[src/hw/rtl/matrix_multiply_add_assert.svh]
// assertion macros for the matrix multiply-add block
`ifndef MATRIX_MULTIPLY_ADD_ASSERT_SVH
`define MATRIX_MULTIPLY_ADD_ASSERT_SVH

// same-cycle implication, checked outside reset
`define MMA_ASSERT_IMP(lbl, ante, cons, msg) \
   lbl: assert property (@(posedge clock) disable iff (reset) (ante) |-> (cons)) \
      else $error(msg);

// next-cycle implication, checked outside reset
`define MMA_ASSERT_NXT(lbl, ante, cons, msg) \
   lbl: assert property (@(posedge clock) disable iff (reset) (ante) |=> (cons)) \
      else $error(msg);

`endif

[src/hw/rtl/mma_pkg.sv]
package mma_pkg;

   // matrix side and derived sizes
   localparam int DIM    = 4;
   localparam int CELLS  = DIM * DIM;
   localparam int POS_W  = $clog2(CELLS);
   localparam int IDX_W  = $clog2(DIM);

   // element, product and result widths
   localparam int VAL_W  = 16;
   localparam int PROD_W = 2 * VAL_W;
   localparam int D_W    = 35;

endpackage

[src/hw/rtl/mma_ram.sv]
module mma_ram #(
   parameter int WIDTH = 16,
   parameter int DEPTH = 16
) (
   input  logic                      clock,
   input  logic                      wr_en,
   input  logic [$clog2(DEPTH)-1:0]  wr_addr,
   input  logic [WIDTH-1:0]          wr_data,
   input  logic [$clog2(DEPTH)-1:0]  rd_addr,
   output logic [WIDTH-1:0]          rd_data
);

   logic [WIDTH-1:0] mem_ff [DEPTH];
   logic [WIDTH-1:0] rd_data_ff;

   // one write port, registered read port
   always_ff @(posedge clock) begin
      if (wr_en) begin
         mem_ff[wr_addr] <= wr_data;
      end
      rd_data_ff <= mem_ff[rd_addr];
   end

   assign rd_data = rd_data_ff;

endmodule

[src/hw/rtl/matrix_multiply_add.sv]
// channel  direction  payload                               transfer
// req      in         req_a_value, req_b_value, req_c_value  req_valid & !req_stall
// rsp      out        rsp_d_value, rsp_last                  rsp_valid & !rsp_stall
//
// loading takes one cycle per item; req_stall is high while results are computed
// each result element is built from one ram read and one multiply per cycle
// over the DIM terms of its dot product, then a three-stage multiply-accumulate drain
// elements are computed one at a time; each starts once the last is handed off
// reset is synchronous and active high; the stores keep no reset value
// rsp_stall holds the output register and the next element waits behind it
module matrix_multiply_add
   import mma_pkg::*;
(
   input  logic                    clock,
   input  logic                    reset,
   input  logic                    req_valid,
   output logic                    req_stall,
   input  logic signed [VAL_W-1:0] req_a_value,
   input  logic signed [VAL_W-1:0] req_b_value,
   input  logic signed [VAL_W-1:0] req_c_value,
   output logic                    rsp_valid,
   input  logic                    rsp_stall,
   output logic signed [D_W-1:0]   rsp_d_value,
   output logic                    rsp_last
);

`include "matrix_multiply_add_assert.svh"

   typedef enum logic [2:0] {
      ST_LOAD = 3'b001,
      ST_CALC = 3'b010,
      ST_HOLD = 3'b100
   } state_type;

   state_type state_ff, state_in;

   logic [POS_W-1:0] load_pos_ff, load_pos_in;
   logic [POS_W-1:0] a_addr_ff, a_addr_in;
   logic [POS_W-1:0] b_addr_ff, b_addr_in;
   logic [POS_W-1:0] elem_ff, elem_in;
   logic [POS_W-1:0] row_base_ff, row_base_in;
   logic [IDX_W-1:0] col_ff, col_in;
   logic [IDX_W-1:0] k_ff, k_in;

   logic p1_valid_ff, p1_first_ff, p1_end_ff;
   logic p2_valid_ff, p2_first_ff, p2_end_ff;
   logic res_ready_ff, res_ready_in;

   logic signed [PROD_W-1:0] prod_ff;
   logic signed [VAL_W-1:0]  c_ff;
   logic signed [D_W-1:0]    acc_ff;

   logic                   rsp_valid_ff, rsp_valid_in;
   logic signed [D_W-1:0]  rsp_d_value_ff;
   logic                   rsp_last_ff;

   logic [VAL_W-1:0] a_rd, b_rd, c_rd;
   logic             load_xfer, load_end, issue, issue_end;
   logic             out_free, move, elem_end;

   // handshake terms
   assign req_stall = (state_ff != ST_LOAD);
   assign load_xfer = req_valid && (state_ff == ST_LOAD);
   assign load_end  = (load_pos_ff == POS_W'(CELLS - 1));
   assign issue     = (state_ff == ST_CALC);
   assign issue_end = (k_ff == IDX_W'(DIM - 1));
   assign out_free  = !rsp_valid_ff || !rsp_stall;
   assign move      = (state_ff == ST_HOLD) && res_ready_ff && out_free;
   assign elem_end  = (elem_ff == POS_W'(CELLS - 1));

   // operand stores
   mma_ram #(.WIDTH(VAL_W), .DEPTH(CELLS)) u_a_ram (
      .clock   (clock),
      .wr_en   (load_xfer),
      .wr_addr (load_pos_ff),
      .wr_data (req_a_value),
      .rd_addr (a_addr_ff),
      .rd_data (a_rd)
   );

   mma_ram #(.WIDTH(VAL_W), .DEPTH(CELLS)) u_b_ram (
      .clock   (clock),
      .wr_en   (load_xfer),
      .wr_addr (load_pos_ff),
      .wr_data (req_b_value),
      .rd_addr (b_addr_ff),
      .rd_data (b_rd)
   );

   mma_ram #(.WIDTH(VAL_W), .DEPTH(CELLS)) u_c_ram (
      .clock   (clock),
      .wr_en   (load_xfer),
      .wr_addr (load_pos_ff),
      .wr_data (req_c_value),
      .rd_addr (elem_ff),
      .rd_data (c_rd)
   );

   // sequencer: load positions, issue dot-product reads, hand off results
   always_comb begin
      state_in    = state_ff;
      load_pos_in = load_pos_ff;
      a_addr_in   = a_addr_ff;
      b_addr_in   = b_addr_ff;
      elem_in     = elem_ff;
      row_base_in = row_base_ff;
      col_in      = col_ff;
      k_in        = k_ff;
      case (state_ff)
         ST_LOAD: begin
            if (load_xfer) begin
               if (load_end) begin
                  load_pos_in = '0;
                  state_in    = ST_CALC;
               end else begin
                  load_pos_in = load_pos_ff + 1'b1;
               end
            end
         end
         ST_CALC: begin
            a_addr_in = a_addr_ff + 1'b1;
            b_addr_in = b_addr_ff + POS_W'(DIM);
            if (issue_end) begin
               k_in     = '0;
               state_in = ST_HOLD;
            end else begin
               k_in = k_ff + 1'b1;
            end
         end
         ST_HOLD: begin
            if (move) begin
               if (elem_end) begin
                  elem_in     = '0;
                  col_in      = '0;
                  row_base_in = '0;
                  a_addr_in   = '0;
                  b_addr_in   = '0;
                  state_in    = ST_LOAD;
               end else begin
                  elem_in = elem_ff + 1'b1;
                  if (col_ff == IDX_W'(DIM - 1)) begin
                     col_in      = '0;
                     row_base_in = row_base_ff + POS_W'(DIM);
                  end else begin
                     col_in = col_ff + 1'b1;
                  end
                  a_addr_in = row_base_in;
                  b_addr_in = POS_W'(col_in);
                  state_in  = ST_CALC;
               end
            end
         end
         default: begin
            state_in = ST_LOAD;
         end
      endcase
   end

   // result handoff flags
   always_comb begin
      res_ready_in = res_ready_ff;
      if (move) begin
         res_ready_in = 1'b0;
      end else if (p2_valid_ff && p2_end_ff) begin
         res_ready_in = 1'b1;
      end
      rsp_valid_in = move || (rsp_valid_ff && rsp_stall);
   end

   // control registers
   always_ff @(posedge clock) begin
      if (reset) begin
         state_ff     <= ST_LOAD;
         load_pos_ff  <= '0;
         a_addr_ff    <= '0;
         b_addr_ff    <= '0;
         elem_ff      <= '0;
         row_base_ff  <= '0;
         col_ff       <= '0;
         k_ff         <= '0;
         p1_valid_ff  <= 1'b0;
         p2_valid_ff  <= 1'b0;
         res_ready_ff <= 1'b0;
         rsp_valid_ff <= 1'b0;
      end else begin
         state_ff     <= state_in;
         load_pos_ff  <= load_pos_in;
         a_addr_ff    <= a_addr_in;
         b_addr_ff    <= b_addr_in;
         elem_ff      <= elem_in;
         row_base_ff  <= row_base_in;
         col_ff       <= col_in;
         k_ff         <= k_in;
         p1_valid_ff  <= issue;
         p2_valid_ff  <= p1_valid_ff;
         res_ready_ff <= res_ready_in;
         rsp_valid_ff <= rsp_valid_in;
      end
   end

   // multiply-accumulate pipeline: read, multiply, accumulate
   always_ff @(posedge clock) begin
      p1_first_ff <= (k_ff == '0);
      p1_end_ff   <= issue_end;
      p2_first_ff <= p1_first_ff;
      p2_end_ff   <= p1_end_ff;
      prod_ff     <= $signed(a_rd) * $signed(b_rd);
      if (p1_valid_ff && p1_first_ff) begin
         c_ff <= $signed(c_rd);
      end
      if (p2_valid_ff) begin
         acc_ff <= (p2_first_ff ? D_W'(c_ff) : acc_ff) + D_W'(prod_ff);
      end
   end

   // output register
   always_ff @(posedge clock) begin
      if (move) begin
         rsp_d_value_ff <= acc_ff;
         rsp_last_ff    <= elem_end;
      end
   end

   assign rsp_valid   = rsp_valid_ff;
   assign rsp_d_value = rsp_d_value_ff;
   assign rsp_last    = rsp_last_ff;

   // checks
   `MMA_ASSERT_IMP(a_no_issue_in_load, p1_valid_ff, state_ff != ST_LOAD,
      "read data in flight while loading")
   `MMA_ASSERT_IMP(a_pos_only_in_load, load_pos_ff != '0, state_ff == ST_LOAD,
      "load position moved outside loading")
   `MMA_ASSERT_NXT(a_calc_after_load, load_xfer && load_end,
      state_ff == ST_CALC && k_ff == '0 && elem_ff == '0,
      "compute did not start at the first element")
   `MMA_ASSERT_NXT(a_result_kept, res_ready_ff && !move, res_ready_ff,
      "finished result dropped before handoff")

endmodule
[config.mk]
export PLATFORM = sky130hd
export DESIGN_NAME = matrix_multiply_add
export DESIGN_NICKNAME = d
export VERILOG_FILES = /design/src/hw/rtl/mma_pkg.sv /design/src/hw/rtl/mma_ram.sv /design/src/hw/rtl/matrix_multiply_add.sv
export VERILOG_INCLUDE_DIRS = /design/src /design/src/hw/rtl
export SDC_FILE = /design/constraint.sdc
export NUM_CORES = 2
export LEC_CHECK = 0
export BUFFER_PORTS_ARGS = -buffer_cell sky130_fd_sc_hd__buf_2
export CORE_ASPECT_RATIO = 0.9
export CORE_MARGIN = 2
export CORE_UTILIZATION = 60
export CTS_BUF_LIST = sky130_fd_sc_hd__clkbuf_8
export CTS_CLUSTER_SIZE = 40
export DETAILED_ROUTE_END_ITERATION = 6
export GPL_TIMING_DRIVEN = 0
export PLACE_DENSITY_LB_ADDON = 0.3
export REMOVE_ABC_BUFFERS = 1
export SKIP_LAST_GASP = 1
export SYNTH_ARGS = -nofsm -noshare
export SYNTH_HDL_FRONTEND = slang
export SYNTH_SLANG_ARGS = --single-unit
[constraint.sdc]
create_clock -name clock -period 7.4 [get_ports clock]
set_input_delay 1.48 -clock clock [delete_from_list [all_inputs] [get_ports clock]]
set_output_delay 1.48 -clock clock [all_outputs]
set_load 0.01 [all_outputs]
After elaboration in Yosys (flattened, before gate mapping)
Memory sizes are Yosys's and may differ from the RTL's. A register that Yosys moved wholly into a read port is not among the register bits. Cells that the tools add are included.

Add/subtract/negate cells: 8. Multiply operators: 1. Eq/ne operators: 12. Muxes and demuxes: 21. Reduce and logical (&&, ||, !) cells: 17.

Operators with widths (count): $add A35 B32 Y35 (1); $mux W35 (1); $mul A16 B16 Y32 (1); $mux W4 (6); $pmux W4 S2 (2); $add A4 B1 Y4 const B (3); $mux W3 (4); $mux W2 (5); $pmux W3 S3 (1); $add A4 B3 Y4 const B (2); $eq A4 B4 Y1 const B (2); $logic_and A1 B1 Y1 (6); $ne A2 B2 Y1 const B (3); $reduce_and A2 Y1 (3); $add A2 B1 Y2 const B (2); $eq A2 B2 Y1 const B (2); $reduce_and A4 Y1 (1); $eq A3 B1 Y1 const B (1); $eq A3 B2 Y1 const B (1); $eq A3 B3 Y1 const B (1); $ne A3 B1 Y1 const B (1); $logic_not A1 Y1 (2); $logic_not A2 Y1 (1); $logic_or A1 B1 Y1 (2); other kinds (4) (5).

Register bits after elaboration: 154. Bits in writable memories: 768. Bits of input ports: 52. Output and inout bits: 38. Word-level logic and storage cells: 83. Memories: 3.

Memories: u_a_ram.mem_ff (depth 16, width 16, rd ports 1, clocked after memory_dff 1, wr ports 1, line mma_ram.sv:13) `logic [WIDTH-1:0] mem_ff [DEPTH];`; u_b_ram.mem_ff (depth 16, width 16, rd ports 1, clocked after memory_dff 1, wr ports 1, line mma_ram.sv:13); u_c_ram.mem_ff (depth 16, width 16, rd ports 1, clocked after memory_dff 1, wr ports 1, line mma_ram.sv:13).

Logic depth before layout (Yosys ltp)
Word-level depth: 5. Gate-level depth with buffers: 23. Gate-level depth less buffers: 22.

Cells and area by module
From an unflattened synthesis, not the netlist that was laid out.

Cell total of the unflattened synthesis: 2948. Area, all modules: 46588.4 µm².

Modules (own cells, without submodules): mma_ram (instances 3, cells each 432, area an instance 10043.4 µm², sequential area each 8007.7 µm²); matrix_multiply_add (instances 1, cells each 1652, area an instance 16458.3 µm², sequential area each 3953.8 µm²).

Least setup slack after synthesis
Ideal clock, no wire load.

Path kind: register to register. From: register u_a_ram.rd_data_ff[15], in the netlist u_a_ram.rd_data[15], read port of u_a_ram.mem_ff. To: register prod_ff[30]. Setup time: 62 ps. Data arrival time: 5775 ps. Data required time: 7338 ps. Path slack: 1563 ps. Stages on the path, launching flop included: 21. Buffers on the path: 1. Clock period less this slack: 5837 ps. Path through: dfxtp_1 -> clkbuf_1 -> nand2_1 -> inv_1 -> fa_1 -> fa_1 -> inv_1 -> fa_1 -> fa_1 -> inv_1 -> fa_1 -> inv_1 -> fa_1 -> inv_1 -> ha_1 -> a21oi_1 -> o211ai_1 -> a21oi_1 -> o21ai_1 -> or4b_1 -> nand3_1.

Cells in the longest elaborated chain, start to end: 1.

RTL lines: start, declared (line mma_ram.sv:14) `logic [WIDTH-1:0] rd_data_ff;`; $mul A16 B16 Y32 (line matrix_multiply_add.sv:207) `prod_ff <= $signed(a_rd) * $signed(b_rd);`; end signal, assigned (line matrix_multiply_add.sv:207); end, declared (line matrix_multiply_add.sv:49) `logic signed [PROD_W-1:0] prod_ff;`.

No other way between the ends. A chain may end at the register's enable or synchronous reset.

Worst setup path in the final report
From: register u_a_ram.rd_data_ff[10], in the netlist u_a_ram.rd_data[10], read port of u_a_ram.mem_ff. To: register prod_ff[31].

The elaborated chain is that of the path after synthesis.

==> out/qor.yml <==
area_growth_pct: 11.5
worst_setup_path_end_kind: "flip-flop"
synth_warnings: 0
vias: 24800
fin_worst_skew_ps: 42.6
synth.yosys.seq_area_share_pct: 60.3
port-buffer-count: 89
synthArstFlopShare_pct: 0
max-cap-violations: 0
clk_path_buf_depth: 3
hold_viol: 0
dr.pass1.iters: 5
gp_congestion: 0.833
cts_buffers: 148
crit_arrival_ps: 7630
fmax_mhz: 143
synth-seq-cells: 970
io-pin-count: 90
fin_crit_sh_pct: 94.2
drv_slew: 0
cts_setup_buffers: 0
crit_required_ps: 8060
grtUsageTotal_pct: 25.5
syn_area_per_cell_um2: 16.5
fillCellCount: 4853
ctsResizeCount: 0
h-tree-depth: 4
clk_latency_ps: 810
rows: 96
irDropWorstVdd_v: 0.000790
grt_start_max_net_pins: 66
start_util_pct: 60.7
nNetsFinal: 3450
cts.sinks: 970
drtIter0Drc: 2194
core_area_um2: 76400
ys.flop_type: "edfxtp_1"
netlist_instances: 2814
synth_edf_count: 855
wl_per_cell_um: 23.7
fp.dieH_um: 268
hold_path_class: "flip-flop to flip-flop"
hold_buffers: 0
drcViolationCount: 0
cts-root-buf: "clkbuf_8"
startpoint_type: "flip-flop"
die_w_um: 297
routed_wl_um: 98700
grt_pass1_wl_um: 152000
synth_cell_types: 62
drtAntennaViolNets: 0
cts_tree: "done"
setup_viol: 0
via_per_inst: 5.96
slew_headroom_pct: 15.1
period_minus_slack_ps: 6970
drive_above_1_share_pct: 20.3
total_power_w: 0.0237
antenna_found_initial: 10
dp.final_hpwl_um: 65400
p_leak_nw: 19.0
synth_area_um2: 46400
tightest_slew_ps: 1270
whs_ps: 324
crit_type: "flip-flop to flip-flop"
die-area_um2: 79600
rsz0062_at_grt: "false"
grt_pass1_vias: 26100
cts.clk_slew.worst_paths_ps: 60
outcome: "finished, final reports clean"
overflow: 0
cp_max_fo: 16
p_per_area_nw_per_um2: 458
## critical path, cell delays in order, from the launching register on
cell,delay [ps]
dfxtp_1,810
nand2_1,170
fa_1,540
fa_1,550
inv_1,60
fa_1,490
inv_1,50
fa_1,540
inv_1,50
fa_1,500
fa_1,420
ha_1,360
nand2_1,60
o21ai_0,550
a31oi_1,290
o211ai_1,570
a21o_1,200
a21oi_1,130
o31ai_1,340
xnor2_1,130
## registers in the layout (all words and copies together) (netlist names), 16 cells and up
signal and count:
acc_ff 35, c_ff 16, prod_ff 32, rsp_d_value 35, u_a_ram.mem_ff 256, u_a_ram.rd_data 16
u_b_ram.mem_ff 256, u_b_ram.rd_data 16, u_c_ram.mem_ff 256, u_c_ram.rd_data 16
## Yosys cell counts, drive strengths merged (3+ instances only)
library cell / n / area [µm²]
edfxtp: 855 / 25700
inv: 341 / 1280
fa: 263 / 5270
mux4: 240 / 5410
nand2: 161 / 604
and2: 137 / 857
ha: 125 / 1560
dfxtp: 115 / 2300
nor2: 76 / 285
a21oi: 74 / 370
clkbuf: 74 / 278
o21ai: 56 / 280
xnor2: 49 / 429
buf: 28 / 120
xor2: 22 / 193
a21o: 21 / 158
nand3: 16 / 80.1
nor3: 15 / 75.1
mux2: 14 / 158
nand2b: 13 / 81.3
nand4: 12 / 75.1
o21a: 11 / 82.6
a211oi: 9 / 67.6
nor2b: 9 / 63.8
and3: 8 / 50.1
o21bai: 7 / 52.6
a31oi: 5 / 37.5
o31a: 5 / 43.8
o31ai: 5 / 37.5
a31o: 4 / 35.0
o211ai: 4 / 30.0
o22ai: 4 / 25.0
a211o: 3 / 26.3
mux2i: 3 / 30.0
o221ai: 3 / 32.5
or3: 3 / 18.8
## routing by layer
metal / share of wire [%] / routed length (µm) / global-route usage, % / up-vias
met5: 0.051 / 50 / 0 / -
met4: 2.7 / 2680 / 8.82 / 8
met3: 7.7 / 7630 / 4.79 / 226
met2: 50 / 49600 / 42.2 / 1091
met1: 39 / 38700 / 34.7 / 12800
li1: - / - / - / 10700
## cell families (layout without fill, tap and decap cells)
family          after synthesis  after routing  share of synthesized area [%]
flops                       970            970                           60.3
simple gates                459            459                           4.87
buf+inv                     443            766                           3.62
fa+ha+maj                   388            388                           14.7
mux                         257            257                           12.1
compound gates              226            226                           3.08
xor+xnor                     71             71                           1.34
other cells                   0              2                              0
## layout make-up
type,count,area [µm²],share of cell area (%)
multi-input cells,1401,16800,32.6
inverters,341,1280,2.47
repair buffers,148,1500,2.89
flip-flops and latches,970,28000,54.1
diodes,2,5.00,0.00967
well taps,1029,1290,2.49
clock inverters,120,663,1.28
clock buffers,157,2160,4.18
## report_power, final
group / internal [W] / leakage, nW / switching (W)
sequential: 0.00640 / 8.69 / 0.000145
combinational: 0.00568 / 8.62 / 0.00731
clock: 0.00207 / 1.66 / 0.00210
total: 0.0142 / 19.0 / 0.00955
## layout by cell type (no fill, tap or decap), drive strengths merged, types with 4 or more instances in the layout
cell / instances
edfxtp: 855
inv: 407
fa: 263
mux4: 240
nand2: 161
clkbuf: 157
buf: 148
and2: 137
ha: 125
dfxtp: 115
nor2: 76
a21oi: 74
o21ai: 56
clkinv: 50
xnor2: 49
xor2: 22
a21o: 21
nand3: 16
nor3: 15
mux2: 14
nand2b: 13
nand4: 12
o21a: 11
a211oi: 9
nor2b: 9
and3: 8
o21bai: 7
o31ai: 5
o31a: 5
a31oi: 5
o22ai: 4
o211ai: 4
a31o: 4
## path summary, 6_finish.rpt
| path | from | to | slack (ps) | cells after the start |
|---|---|---|---|---|
| hold / removal | p1_end_ff | p2_end_ff | 320 | 0 |
| setup / recovery | u_a_ram.rd_data[10] | prod_ff[31] | 430 | 19 |
| hold reg to reg | p1_end_ff | p2_end_ff | 320 | 0 |
| setup reg to reg | u_a_ram.rd_data[10] | prod_ff[31] | 430 | 19 |
## through the flow
stage	worst slack, ps	instance area (µm²)	utilization [%]	setup TNS, ps	std cells
4_1_cts	461	51700	67.7	0	4166
3_5_place_dp	478	48900	64.0	0	3889
3_3_place_gp	-3340	47700	62.5	-683230	3830
5_1_grt	134	51700	67.7	0	4168
6_report	429	51700	67.7	0	4168
2_1_floorplan	1580	46000	-	0	2712
Note: power is estimated with default switching activity, not from simulation.
